File: config.mk
export PLATFORM = sky130hd
export DESIGN_NAME = gamepad_input_report_decoder_core
export DESIGN_NICKNAME = d
export VERILOG_FILES = /design/src/rtl/gird_pkg.sv /design/src/rtl/gamepad_input_report_decoder_core.sv /design/src/rtl/gird_front.sv /design/src/rtl/gird_job_queue.sv /design/src/rtl/gird_back.sv
export SDC_FILE = /design/constraint.sdc
export NUM_CORES = 2
export LEC_CHECK = 0
export ABC_AREA = 1
export BUFFER_PORTS_ARGS = -buffer_cell sky130_fd_sc_hd__clkbuf_2
export CORE_MARGIN = 2
export CORE_UTILIZATION = 50
export DETAILED_ROUTE_END_ITERATION = 7
export PLACE_DENSITY = 0.74
export RECOVER_POWER = 100
export SLEW_MARGIN = 25
export SYNTH_ARGS = -nofsm -noshare
export SYNTH_HDL_FRONTEND = slang
export SYNTH_SLANG_ARGS = --single-unit
export TNS_END_PERCENT = 50
File: constraint.sdc
create_clock -name clk -period 13.7 [get_ports clk]
set_input_delay 0 -clock clk [delete_from_list [all_inputs] [get_ports clk]]
set_output_delay 0 -clock clk [all_outputs]
set_load 0.02 [all_outputs]
File: src/rtl/gird_pkg.sv
// ----------------------------------------------------------------------------
// gird_pkg: shared types and constants of the gamepad report decoder
// Word layouts, report geometry, register indexes and stick scaling helpers.
// ----------------------------------------------------------------------------
package gird_pkg;

  // Report geometry
  localparam int REPORT_LEN     = 362;
  localparam int POS_W          = $clog2(REPORT_LEN + 1);
  localparam int POS_ID         = 0;
  localparam int POS_BTN_FIRST  = 3;
  localparam int POS_STICK_LAST = 11;
  localparam int POS_IMU_FIRST  = 37;
  localparam int POS_IMU_LAST   = 48;
  localparam int CAP_IMU_BASE   = 9;
  localparam int CAP_N          = 21;
  localparam int CAP_IDX_W      = $clog2(CAP_N);

  // Report ids
  localparam logic [7:0] ID_FULL  = 8'h30;
  localparam logic [7:0] ID_REPLY = 8'h21;

  // Configuration port
  localparam int CFG_IDX_W  = 8;
  localparam int CENTER_W   = 12;
  localparam logic [CFG_IDX_W-1:0] REG_X_CENTER = CFG_IDX_W'(0);
  localparam logic [CFG_IDX_W-1:0] REG_Y_CENTER = CFG_IDX_W'(1);
  localparam logic [CENTER_W-1:0]  X_CENTER_RST = CENTER_W'(2048);
  localparam logic [CENTER_W-1:0]  Y_CENTER_RST = CENTER_W'(1950);

  // Stick scaling: |d| / 12 == (|d| * 2731) >> 15 for |d| <= 4095
  localparam int RECIP_12    = 2731;
  localparam int RECIP_SHIFT = 15;
  localparam int PROD_W      = 2 * CENTER_W;
  localparam int QUOT_W      = PROD_W - RECIP_SHIFT;

  // IMU scaling
  localparam int ACCEL_W   = 24;
  localparam int RATE_W    = 23;
  localparam int ACCEL_MUL = 244;
  localparam int GYRO_MUL  = 70;

  typedef struct packed {
    logic [7:0] report_byte;
    logic       last_byte;
  } in_word_t;

  typedef struct packed {
    logic [23:0]               button_bits;
    logic signed [7:0]         left_x;
    logic signed [7:0]         left_y;
    logic signed [7:0]         right_x;
    logic signed [7:0]         right_y;
    logic                      motion_valid;
    logic signed [ACCEL_W-1:0] accel_x;
    logic signed [ACCEL_W-1:0] accel_y;
    logic signed [ACCEL_W-1:0] accel_z;
    logic signed [RATE_W-1:0]  rate_x;
    logic signed [RATE_W-1:0]  rate_y;
    logic signed [RATE_W-1:0]  rate_z;
  } out_word_t;

  // One finished report, already known to carry an accepted id
  typedef struct packed {
    logic                  full_id;
    logic [CAP_N-1:0][7:0] cap;
  } job_t;

  typedef struct packed {
    logic full;
    logic empty;
  } q_stat_t;

  // Signed, clamped stick axis from magnitude quotient and result sign
  function automatic logic signed [7:0] axis_clamp(input logic neg_res,
                                                   input logic [QUOT_W-1:0] q);
    logic signed [7:0] r;
    if (neg_res) begin
      if (q >= QUOT_W'(128)) r = -8'sd128;
      else                   r = 8'(~q[7:0] + 8'd1);
    end else begin
      if (q >= QUOT_W'(127)) r = 8'sd127;
      else                   r = q[7:0];
    end
    return r;
  endfunction

endpackage

File: src/rtl/gamepad_input_report_decoder_core.sv
// ----------------------------------------------------------------------------
// gamepad_input_report_decoder_core: controller input report decoder
// Byte-serial report parser producing buttons, scaled sticks and IMU data.
// ----------------------------------------------------------------------------
// Usage:
//   Input channel: write one report byte per word with in_push while in_full
//   is low; in_word.last_byte marks the final byte of a report. Any byte
//   rate up to one word per cycle is sustained while in_full is low.
//   Result channel: a report with id 0x30 or 0x21 yields one result word,
//   visible on out_word while out_empty is low, taken with out_pop. Other
//   ids yield nothing. Results pass the job queue, decode and output queue;
//   one report per cycle (one-byte reports) is sustained with out_pop high.
//   Configuration: write stick centers through cfg_valid/cfg_index/cfg_data
//   while the block is idle; cfg_ready is always high.
//   Reset (rst_n low, synchronous): position, captures and queues clear, the
//   centers return to 2048 and 1950.
//   Stall: when out_pop stays low, the two-entry result queue and the decode
//   pipeline fill, then the two-entry job queue fills and in_full rises.
//   While both job slots are taken every byte is held, also bytes in the
//   middle of a report, until decode frees a slot.
// ----------------------------------------------------------------------------
module gamepad_input_report_decoder_core (
  input  logic                             clk,
  input  logic                             rst_n,
  input  logic                             in_push,
  output logic                             in_full,
  input  gird_pkg::in_word_t               in_word,
  output logic                             out_empty,
  input  logic                             out_pop,
  output gird_pkg::out_word_t              out_word,
  input  logic                             cfg_valid,
  output logic                             cfg_ready,
  input  logic [gird_pkg::CFG_IDX_W-1:0]   cfg_index,
  input  logic [gird_pkg::CENTER_W-1:0]    cfg_data
);

  logic [gird_pkg::CENTER_W-1:0] h_mid_r;
  logic [gird_pkg::CENTER_W-1:0] v_mid_r;

  logic              in_accept;
  logic              job_push;
  logic              job_pop;
  gird_pkg::job_t    job_in;
  gird_pkg::job_t    job_head;
  gird_pkg::q_stat_t job_stat;

  // Hold the input side whenever both job slots are taken
  assign in_full   = job_stat.full;
  assign in_accept = in_push && !in_full;
  assign cfg_ready = 1'b1;

  // Stick center registers; unknown indexes are dropped
  always_ff @(posedge clk) begin
    if (!rst_n) begin
      h_mid_r <= gird_pkg::X_CENTER_RST;
      v_mid_r <= gird_pkg::Y_CENTER_RST;
    end else if (cfg_valid) begin
      unique case (cfg_index)
        gird_pkg::REG_X_CENTER: h_mid_r <= cfg_data;
        gird_pkg::REG_Y_CENTER: v_mid_r <= cfg_data;
        default: ;
      endcase
    end
  end

  gird_front u_front (
    .clk       (clk),
    .rst_n     (rst_n),
    .in_accept (in_accept),
    .in_word   (in_word),
    .job_push  (job_push),
    .job_word  (job_in)
  );

  gird_job_queue u_job_queue (
    .clk       (clk),
    .rst_n     (rst_n),
    .push      (job_push),
    .push_word (job_in),
    .pop       (job_pop),
    .head_word (job_head),
    .stat      (job_stat)
  );

  gird_back u_back (
    .clk       (clk),
    .rst_n     (rst_n),
    .h_mid     (h_mid_r),
    .v_mid     (v_mid_r),
    .job_empty (job_stat.empty),
    .job_word  (job_head),
    .job_pop   (job_pop),
    .out_pop   (out_pop),
    .out_empty (out_empty),
    .out_word  (out_word)
  );

endmodule

File: src/rtl/gird_front.sv
// ----------------------------------------------------------------------------
// gird_front: report byte capture
// Tracks byte position, captures id, button, stick and IMU bytes, and emits
// one job per report whose id is accepted.
// ----------------------------------------------------------------------------
module gird_front (
  input  logic               clk,
  input  logic               rst_n,
  input  logic               in_accept,
  input  gird_pkg::in_word_t in_word,
  output logic               job_push,
  output gird_pkg::job_t     job_word
);

  logic [gird_pkg::POS_W-1:0]            pos_r, pos_nxt;
  logic [7:0]                            kind_r, kind_nxt;
  logic [gird_pkg::CAP_N-1:0][7:0]       cap_r, cap_nxt;
  logic                                  in_range;
  logic                                  id_ok;
  logic                                  end_of_report;

  always_comb begin
    pos_nxt  = pos_r;
    kind_nxt = kind_r;
    cap_nxt  = cap_r;
    in_range = pos_r < gird_pkg::POS_W'(gird_pkg::REPORT_LEN);
    if (in_accept && in_range) begin
      if (pos_r == gird_pkg::POS_W'(gird_pkg::POS_ID)) begin
        kind_nxt = in_word.report_byte;
      end else if (pos_r >= gird_pkg::POS_W'(gird_pkg::POS_BTN_FIRST) &&
                   pos_r <= gird_pkg::POS_W'(gird_pkg::POS_STICK_LAST)) begin
        cap_nxt[gird_pkg::CAP_IDX_W'(pos_r - gird_pkg::POS_W'(gird_pkg::POS_BTN_FIRST))] =
          in_word.report_byte;
      end else if (pos_r >= gird_pkg::POS_W'(gird_pkg::POS_IMU_FIRST) &&
                   pos_r <= gird_pkg::POS_W'(gird_pkg::POS_IMU_LAST)) begin
        cap_nxt[gird_pkg::CAP_IDX_W'(pos_r - gird_pkg::POS_W'(gird_pkg::POS_IMU_FIRST -
                                                              gird_pkg::CAP_IMU_BASE))] =
          in_word.report_byte;
      end
      pos_nxt = pos_r + gird_pkg::POS_W'(1);
    end
  end

  assign end_of_report = in_accept && in_word.last_byte;
  assign id_ok = (kind_nxt == gird_pkg::ID_FULL) || (kind_nxt == gird_pkg::ID_REPLY);
  assign job_push = end_of_report && id_ok;
  assign job_word.full_id = (kind_nxt == gird_pkg::ID_FULL);
  assign job_word.cap = cap_nxt;

  always_ff @(posedge clk) begin
    if (!rst_n) begin
      pos_r  <= '0;
      kind_r <= '0;
      cap_r  <= '0;
    end else if (end_of_report) begin
      // clear position and captures, keep the id
      pos_r  <= '0;
      kind_r <= kind_nxt;
      cap_r  <= '0;
    end else begin
      pos_r  <= pos_nxt;
      kind_r <= kind_nxt;
      cap_r  <= cap_nxt;
    end
  end

endmodule

File: src/rtl/gird_job_queue.sv
// ----------------------------------------------------------------------------
// gird_job_queue: two-entry queue between capture and decode
// Decouples the byte capture from the decode pipeline.
// ----------------------------------------------------------------------------
module gird_job_queue (
  input  logic              clk,
  input  logic              rst_n,
  input  logic              push,
  input  gird_pkg::job_t    push_word,
  input  logic              pop,
  output gird_pkg::job_t    head_word,
  output gird_pkg::q_stat_t stat
);

  gird_pkg::job_t ent_r [2];
  logic           wp_r, rp_r;
  logic [1:0]     cnt_r, cnt_nxt;
  logic           do_push, do_pop;

  assign stat.full  = (cnt_r == 2'd2);
  assign stat.empty = (cnt_r == 2'd0);
  assign do_push    = push && !stat.full;
  assign do_pop     = pop && !stat.empty;
  assign head_word  = ent_r[rp_r];

  always_comb begin
    cnt_nxt = cnt_r;
    if (do_push && !do_pop)      cnt_nxt = cnt_r + 2'd1;
    else if (do_pop && !do_push) cnt_nxt = cnt_r - 2'd1;
  end

  always_ff @(posedge clk) begin
    if (!rst_n) begin
      wp_r  <= 1'b0;
      rp_r  <= 1'b0;
      cnt_r <= 2'd0;
    end else begin
      if (do_push) wp_r <= ~wp_r;
      if (do_pop)  rp_r <= ~rp_r;
      cnt_r <= cnt_nxt;
    end
  end

  always_ff @(posedge clk) begin
    if (do_push) ent_r[wp_r] <= push_word;
  end

  a_cnt_bound: assert property (@(posedge clk) disable iff (!rst_n) cnt_r <= 2'd2)
    else $error("job queue count overflow");
  a_no_pop_empty: assert property (@(posedge clk) disable iff (!rst_n)
    pop |-> !stat.empty)
    else $error("decode popped an empty job queue");
  a_push_lands: assert property (@(posedge clk) disable iff (!rst_n)
    (do_push && !do_pop) |=> !stat.empty)
    else $error("pushed job lost");

endmodule

File: src/rtl/gird_back.sv
// ----------------------------------------------------------------------------
// gird_back: report decode pipeline
// Centers and scales the sticks, scales the IMU sample, and holds results
// in a two-entry output queue.
// ----------------------------------------------------------------------------
module gird_back (
  input  logic                            clk,
  input  logic                            rst_n,
  input  logic [gird_pkg::CENTER_W-1:0]   h_mid,
  input  logic [gird_pkg::CENTER_W-1:0]   v_mid,
  input  logic                            job_empty,
  input  gird_pkg::job_t                  job_word,
  output logic                            job_pop,
  input  logic                            out_pop,
  output logic                            out_empty,
  output gird_pkg::out_word_t             out_word
);

  localparam int CW = gird_pkg::CENTER_W;
  localparam int PW = gird_pkg::PROD_W;
  localparam int AW = gird_pkg::ACCEL_W;
  localparam int RW = gird_pkg::RATE_W;

  // stage 1: magnitudes times reciprocal, IMU products
  logic                   s1_v_r;
  logic [23:0]            s1_btn_r;
  logic [3:0]             s1_neg_r;
  logic [3:0][PW-1:0]     s1_prod_r;
  logic                   s1_mv_r;
  logic [2:0][AW-1:0]     s1_acc_r;
  logic [2:0][RW-1:0]     s1_rate_r;

  logic [3:0][CW-1:0]     raw;
  logic [3:0][CW-1:0]     ctr;
  logic [3:0]             neg;
  logic [3:0][PW-1:0]     prod;
  logic [2:0][AW-1:0]     acc;
  logic [2:0][RW-1:0]     rate;

  // stage 2: finished result word
  logic                   s2_v_r;
  gird_pkg::out_word_t    s2_word_r;
  gird_pkg::out_word_t    s2_nxt;

  // output queue
  gird_pkg::out_word_t    oq_r [2];
  logic                   oq_wp_r, oq_rp_r;
  logic [1:0]             oq_cnt_r;
  logic                   oq_push, oq_pop;
  logic                   advance;

  assign oq_push = s2_v_r && (oq_cnt_r != 2'd2);
  assign oq_pop  = out_pop && (oq_cnt_r != 2'd0);
  assign advance = !s2_v_r || oq_push;
  assign job_pop = advance && !job_empty;

  always_comb begin
    logic [CW:0]   d;
    logic [CW-1:0] mag;
    logic [15:0]   imu;
    raw[0] = {job_word.cap[4][3:0], job_word.cap[3]};
    raw[1] = {job_word.cap[5], job_word.cap[4][7:4]};
    raw[2] = {job_word.cap[7][3:0], job_word.cap[6]};
    raw[3] = {job_word.cap[8], job_word.cap[7][7:4]};
    ctr[0] = h_mid;
    ctr[1] = v_mid;
    ctr[2] = h_mid;
    ctr[3] = v_mid;
    for (int i = 0; i < 4; i++) begin
      d       = {1'b0, raw[i]} - {1'b0, ctr[i]};
      neg[i]  = d[CW];
      mag     = neg[i] ? CW'(-d) : d[CW-1:0];
      prod[i] = {{(PW - CW){1'b0}}, mag} * PW'(gird_pkg::RECIP_12);
    end
    for (int k = 0; k < 3; k++) begin
      imu     = {job_word.cap[gird_pkg::CAP_IMU_BASE + 2 * k + 1],
                 job_word.cap[gird_pkg::CAP_IMU_BASE + 2 * k]};
      acc[k]  = {{(AW - 16){imu[15]}}, imu} * AW'(gird_pkg::ACCEL_MUL);
      imu     = {job_word.cap[gird_pkg::CAP_IMU_BASE + 6 + 2 * k + 1],
                 job_word.cap[gird_pkg::CAP_IMU_BASE + 6 + 2 * k]};
      rate[k] = {{(RW - 16){imu[15]}}, imu} * RW'(gird_pkg::GYRO_MUL);
    end
  end

  always_comb begin
    s2_nxt.button_bits  = s1_btn_r;
    // x keeps the sign of the offset, y flips it
    s2_nxt.left_x  = gird_pkg::axis_clamp(s1_neg_r[0],
                                          s1_prod_r[0][PW-1:gird_pkg::RECIP_SHIFT]);
    s2_nxt.left_y  = gird_pkg::axis_clamp(!s1_neg_r[1],
                                          s1_prod_r[1][PW-1:gird_pkg::RECIP_SHIFT]);
    s2_nxt.right_x = gird_pkg::axis_clamp(s1_neg_r[2],
                                          s1_prod_r[2][PW-1:gird_pkg::RECIP_SHIFT]);
    s2_nxt.right_y = gird_pkg::axis_clamp(!s1_neg_r[3],
                                          s1_prod_r[3][PW-1:gird_pkg::RECIP_SHIFT]);
    s2_nxt.motion_valid = s1_mv_r;
    s2_nxt.accel_x = s1_acc_r[0];
    s2_nxt.accel_y = s1_acc_r[1];
    s2_nxt.accel_z = s1_acc_r[2];
    s2_nxt.rate_x  = s1_rate_r[0];
    s2_nxt.rate_y  = s1_rate_r[1];
    s2_nxt.rate_z  = s1_rate_r[2];
  end

  always_ff @(posedge clk) begin
    if (!rst_n) begin
      s1_v_r   <= 1'b0;
      s2_v_r   <= 1'b0;
      oq_wp_r  <= 1'b0;
      oq_rp_r  <= 1'b0;
      oq_cnt_r <= 2'd0;
    end else begin
      if (advance) begin
        s1_v_r <= job_pop;
        s2_v_r <= s1_v_r;
      end
      if (oq_push) oq_wp_r <= ~oq_wp_r;
      if (oq_pop)  oq_rp_r <= ~oq_rp_r;
      if (oq_push && !oq_pop)      oq_cnt_r <= oq_cnt_r + 2'd1;
      else if (oq_pop && !oq_push) oq_cnt_r <= oq_cnt_r - 2'd1;
    end
  end

  always_ff @(posedge clk) begin
    if (advance) begin
      s1_btn_r  <= {job_word.cap[2], job_word.cap[1], job_word.cap[0]};
      s1_neg_r  <= neg;
      s1_prod_r <= prod;
      s1_mv_r   <= job_word.full_id;
      // drop motion data for reply reports
      s1_acc_r  <= job_word.full_id ? acc : '0;
      s1_rate_r <= job_word.full_id ? rate : '0;
      s2_word_r <= s2_nxt;
    end
    if (oq_push) oq_r[oq_wp_r] <= s2_word_r;
  end

  assign out_empty = (oq_cnt_r == 2'd0);
  assign out_word  = oq_r[oq_rp_r];

  a_oq_bound: assert property (@(posedge clk) disable iff (!rst_n) oq_cnt_r <= 2'd2)
    else $error("output queue count overflow");
  a_s2_hold: assert property (@(posedge clk) disable iff (!rst_n)
    (s2_v_r && !advance) |=> (s2_v_r && $stable(s2_word_r)))
    else $error("stalled result changed");
  a_no_motion_zero: assert property (@(posedge clk) disable iff (!rst_n)
    (s2_v_r && !s2_word_r.motion_valid) |->
      (s2_word_r.accel_x == '0 && s2_word_r.rate_z == '0))
    else $error("reply report carries motion data");

endmodule
* After elaboration in Yosys (flattened, before gate mapping)
Memory sizes are Yosys's and may differ from the RTL's. A register that Yosys moved wholly into a read port is not among the register bits.
Cells that the tools add are included.
** Storage, ports and cells
- Memories kept :: 2
- Register bits after elaboration :: 683
- Output and inout port bits :: 201
- Word-level logic and storage cells :: 202
- Memory bits (writable) :: 734
** Memory list
- u_back.oq_r :: depth 2, bits a word 198, read ports 1, clocked after memory_dff 1, wr ports 1, RTL line gird_back.sv:46 : gird_pkg::out_word_t oq_r [2];
- u_job_queue.ent_r :: depth 2, bits a word 169, read ports 1, clocked after memory_dff 1, wr ports 1, RTL line gird_job_queue.sv:15 : gird_pkg::job_t ent_r [2];
** Cells by class
- Multiply operators :: 10
- Magnitude comparators :: 17
- Muxes and demuxes :: 40
- Eq/ne operators :: 5
- Bitwise operators :: 9
- Add/subtract/negate cells :: 19
- Reduce and logical (&&, ||, !) cells :: 36
** Operators with widths (count)
- two-way mux 168 bit :: 4
- bitwise mux 168 bit :: 2
- two-way mux 8 bit :: 16
- multiplier 12 x 12 -> 24 bit (second input constant) :: 4
- demux 8 bit (select 5 bit) :: 2
- multiplier 24 x 6 -> 22 bit (second input constant) :: 3
- multiplier 23 x 6 -> 22 bit (second input constant) :: 3
- subtractor 12 x 12 -> 13 bit :: 4
- two-way mux 12 bit :: 4
- negation 12 bit :: 4
- >= comparator 9 x 7 -> 1 bit (second input constant) :: 4
- >= comparator 9 x 8 -> 1 bit (second input constant) :: 4
- adder 8 x 1 -> 8 bit (second input constant) :: 4
- NOT 8 bit :: 4
- logical AND 1 bit :: 17
- equality test 8 x 6 -> 1 bit (second input constant) :: 2
- less-than comparator 5 x 6 -> 1 bit (second input constant) :: 2
- >= comparator 5 x 1 -> 1 bit (second input constant) :: 2
- adder 9 x 1 -> 9 bit (second input constant) :: 1
- >= comparator 9 x 2 -> 1 bit (second input constant) :: 1
- >= comparator 9 x 6 -> 1 bit (second input constant) :: 1
- less-or-equal comparator 9 x 4 -> 1 bit (second input constant) :: 1
- less-or-equal comparator 9 x 6 -> 1 bit (second input constant) :: 1
- logical NOT 9 bit :: 1
- 18 further kinds :: 45

* Longest topological paths before layout
- Word-level depth :: 13
- Gate-level depth with buffers :: 40
- Mapped depth without buffers :: 37

* By module
Synthesis repeated with hierarchy kept, for this count alone.
** Second synthesis, totals
- Cell total of the unflattened synthesis :: 7247
- Area total of the unflattened synthesis :: 77284.1 sq um
** Modules (own cells, without submodules)
- gird_back :: instances 1, area each 53565.1 sq um, cells each 4962
- gird_job_queue :: instances 1, area each 12856.1 sq um, cells each 564
- gird_front :: instances 1, area each 9818.2 sq um, cells each 1573
- gamepad_input_report_decoder_core :: instances 1, area each 1044.8 sq um, cells each 148

* Worst setup path after synthesis
Ideal clock, no wire load.
- Path type :: flip-flop to flip-flop
- Start :: register u_back.oq_cnt_r[0]
- End :: register u_job_queue.cnt_r[1]
- Data arrival time :: 10.834 ns
- Stages on the path, launching flop included :: 9
- Clock period less this slack :: 10.956 ns
- Setup slack :: 2.744 ns
- Library setup time :: 0.122 ns
- Cell sequence :: dfxtp_1 -> nor3_1 -> inv_1 -> o21ai_0 -> ha_1 -> a21oi_1 -> o21ai_0 -> o21ai_0 -> a21oi_1
** Between the ends
- Longest elaborated chain between the ends :: 8
- Elaborated cells on any way between the ends :: 10
- Classes of those cells :: 1 x eq/ne; 1 x mux; 8 x reduce/logical
** RTL lines
- start, declared :: RTL line gird_back.sv:48 : logic [1:0] oq_cnt_r;
- start signal, assigned :: RTL line gird_back.sv:119 : if (oq_push && !oq_pop) oq_cnt_r <= oq_cnt_r + 2'd1;
- start signal, assigned :: RTL line gird_back.sv:120 : else if (oq_pop && !oq_push) oq_cnt_r <= oq_cnt_r - 2'd1;
- inequality test 2 bit (*) :: RTL line gird_back.sv:52 : assign oq_push = s2_v_r && (oq_cnt_r != 2'd2);
- logical AND 1 bit (*) :: RTL line gird_back.sv:52
- logical OR 1 bit (*) :: RTL line gird_back.sv:54 : assign advance = !s2_v_r || oq_push;
- logical AND 1 bit (*) :: RTL line gird_back.sv:55 : assign job_pop = advance && !job_empty;
- logical AND 1 bit (*) :: RTL line gird_job_queue.sv:23 : assign do_pop = pop && !stat.empty;
- logical NOT 1 bit :: RTL line gird_job_queue.sv:28 : if (do_push && !do_pop) cnt_nxt = cnt_r + 2'd1;
- logical AND 1 bit :: RTL line gird_job_queue.sv:28
- two-way mux 2 bit or nonzero test 2 bit (tied branches)
- end signal, assigned :: RTL line gird_job_queue.sv:40 : cnt_r <= cnt_nxt;
- end, declared :: RTL line gird_job_queue.sv:17 : logic [1:0] cnt_r, cnt_nxt;
Mark *: on every way between the ends. The rest lies on a longest branch, timed or not.
A chain may end at the register's enable or synchronous reset.

==> flow_summary.json <==
{
  "hpwl_um": 111000,
  "dieArea_um2": 153000,
  "cp.arrival_ps": 10210,
  "n_fill_cell": 12400,
  "first_pass_iters": 5,
  "synth_largest_area_cell": "edfxtp_1",
  "critPathSlowestCell": "clkbuf_1",
  "fin_crit_sh": 0.705,
  "final_antenna_net_count": 0,
  "clock_path_buffers": 3,
  "tns_ps": 0,
  "synth_warnings": 0,
  "critPathLaunchType": "register",
  "cts.clk_slew.worst_paths_ps": 60,
  "synth_ff_type": "edfxtp_1",
  "ctsResizeCount": 0,
  "rows": 141,
  "violations": "max-capacitance violations, max-slew violations",
  "path_common_cell": "nand3_1",
  "first_global_vias": 48600,
  "rsz0062_at_grt": "no",
  "numClockSinks": 1323,
  "setup_viol": 0,
  "endpoint": "u_back.s1_prod_r[70]",
  "ys_seq_elements": 1323,
  "die_x_um": 391,
  "grtUsageTotal": 0.204,
  "synthDistinctLibCells": 73,
  "fmax_mhz": 104,
  "drt_iter0_markers": 2915,
  "async_flop_share": 0,
  "maxCapViolations": 25,
  "rr_worst_depth": 29,
  "post_route_cells_drive_above_1_share": 0.0897,
  "min_path_type": "input pin to register",
  "insertion_delay_ps": 820,
  "end_kind": "register",
  "synth_edf_count": 1102,
  "ios": 235,
  "route.detailed.wl_per_inst_um": 16.7,
  "slew_viol_final": 1460,
  "yosys-top-cells-area": "edfxtp_1 (44%), ha_1 (11%), fa_1 (8.3%)",
  "fin_crit_ps": 9650,
  "netlist_instances": 6828,
  "antenna_found_initial": 9,
  "synth_area_um2": 74800,
  "tightest_slew_ps": 4610,
  "final-hold-violation-count": 0,
  "cts-htree-levels": 4,
  "gp_congestion": 0.901,
  "nNetsFinal": 8150,
  "slowest_delay_ps": 2440,
  "io_buffer_count": 224,
  "cts_buffers": 140,
  "fp.dieH_um": 391,
  "tritoncts": "yes",
  "critPathKind": "register to register",
  "grt_pass1_wl_um": 251000,
  "start_util": 0.505,
  "core_um2": 148000,
  "grt_max_degree": 170,
  "ys_seq_area_frac": 0.502,
  "area_delta_synth_final_pct": 10.6,
  "drc": 0,
  "r2r-end": "u_back.s1_prod_r[70]",
  "cts_hold_buf": 43,
  "drt_wl_total_um": 154000,
  "yosysTopAreaCellShare": 0.443,
  "cts-root-buf": "clkbuf_16",
  "crit_path_max_fanout": 69,
  "postCtsSetupBuffers": 0,
  "vias_per_cell": 5.21,
  "postSynthAreaPerCell_um2": 10.9,
  "clock_skew_ps": 66.7,
  "rrSetupSlack_ps": 4050,
  "status": "finished, violations left",
  "slew_headroom": -2.09,
  "required_ps": 14250,
  "vias": 47900,
  "overflow": 0
}
==> cell families (layout without fill, tap and decap cells) <==
logic type / after synthesis / after routing / synth area share
other: 2 / 16 / 0.000100
flip-flops: 1323 / 1323 / 0.502
AO/OA/AOI/OAI: 928 / 928 / 0.0700
adder cells (fa/ha/maj): 965 / 965 / 0.193
XOR/XNOR: 90 / 90 / 0.0107
buffers and inverters: 1333 / 1763 / 0.0693
multiplexers: 336 / 336 / 0.0505
AND/OR/NAND/NOR: 1851 / 1851 / 0.105
==> cells in the mapped netlist (10+ instances only) <==
cell type / number
xor2_1: 71
nand3b_1: 11
nor3_1: 45
nand3_4: 10
clkinv_1: 10
inv_2: 16
o21bai_1: 14
or2_2: 18
nand4_1: 43
a211oi_1: 24
nand3_1: 170
o21a_1: 51
nand2_2: 11
clkinv_2: 10
nor2_1: 343
nor4_1: 14
a21o_1: 28
buf_4: 17
nand2_1: 1143
clkbuf_1: 84
dfxtp_1: 221
mux2_2: 332
ha_1: 654
o21ai_1: 30
a21oi_1: 437
a31oi_1: 27
nand3_2: 11
inv_1: 1170
buf_2: 12
xnor2_1: 17
fa_1: 311
o211ai_1: 16
o21ai_0: 237
edfxtp_1: 1102
==> metal layers <==
metal	global-route usage	part of all wire
met4	0.0591	0.024
met1	0.273	0.45
met3	0.0288	0.042
met2	0.348	0.48
met5	0	0.00031
==> worst min path at each step <==
| stage | start | endpoint | slack, ps | cells past startpoint |
|---|---|---|---|---|
| 2_1_floorplan | cfg_data[10] | v_mid_r[10] | 130 | 2 |
| 3_5_place_dp | cfg_data[10] | v_mid_r[10] | 250 | 3 |
| 4_1_cts | cfg_index[2] | h_mid_r[9] | 30 | 4 |
| 5_1_grt | cfg_data[1] | v_mid_r[1] | 150 | 4 |
| 3_3_place_gp | cfg_data[10] | v_mid_r[10] | 240 | 3 |
| 6_report | cfg_data[1] | v_mid_r[1] | 140 | 4 |
==> registers in the layout, summed over array words and instances (netlist names), 24 cells and up, named ones only <==
register	cells
u_back.s1_prod_r	36
u_front.cap_r	168
u_back.s1_rate_r	66
u_job_queue.ent_r	338
u_back.s1_acc_r	66
u_back.oq_r	378
u_back.s1_btn_r	24
u_back.s2_word_r	189
==> cell type report <==
type,instances,area [um2],area share
repair buffers,299,1550,0.0188
flip-flops and latches,1323,37500,0.454
clock inverters,61,870,0.0105
diodes,6,15.0,0.000182
inverters,1207,4550,0.0550
clock buffers,196,3920,0.0474
multi-input cells,4180,31900,0.385
well taps,1930,2410,0.0292
==> critical path: cells and delay by family, from the launching register on <==
kind	cells	cell delay, ps
DFF	1	570
xor gates and xnor gates	3	760
adders and majority gates	8	3190
muxes	1	380
buffers and inverters	5	2940
and+or+nand+nor	9	1030
AOI/OAI and AO/OA	3	470
==> per-stage QoR <==
step           instance area (um2)  setup slack, ps  cells  hold slack, ps   util
6_report                     82700             4050   9202             135  0.559
4_1_cts                      83200             5940   9195            31.8  0.562
2_1_floorplan                74800             2740   6836             130      -
5_1_grt                      82700             3020   9201             152  0.559
3_3_place_gp                 78000             6110   8895             244  0.527
3_5_place_dp                 78000             5960   8895             246  0.527
==> placed cells by master (no fill, tap or decap), drive strengths merged, types with 4 or more instances in the layout <==
master and n:
o21bai 14, edfxtp 1102, nand2 1158, mux2 332, a21boi 7, o31ai 8, xor2 72, bufinv 8
a21o 28, a21oi 441, dlygate4sd3 43, nor3 48, nand3 191, buf 10, a31oi 27, nor2 350
a22oi 5, mux2i 4, or2 19, o221ai 8, o21a 51, o21ai 271, o22ai 9, nor3b 7
clkinv 48, clkbuf 442, dfxtp 221, diode 6, ha 654, fa 311, xnor2 18, clkinvlp 20
nand4 45, nor4 16, nand3b 11, conb 10, o211ai 18, inv 1192, a211oi 27
Power is left out: the tool's default activity adds up to more than one toggle a clock period on the data nets, which glitch-free logic cannot reach.
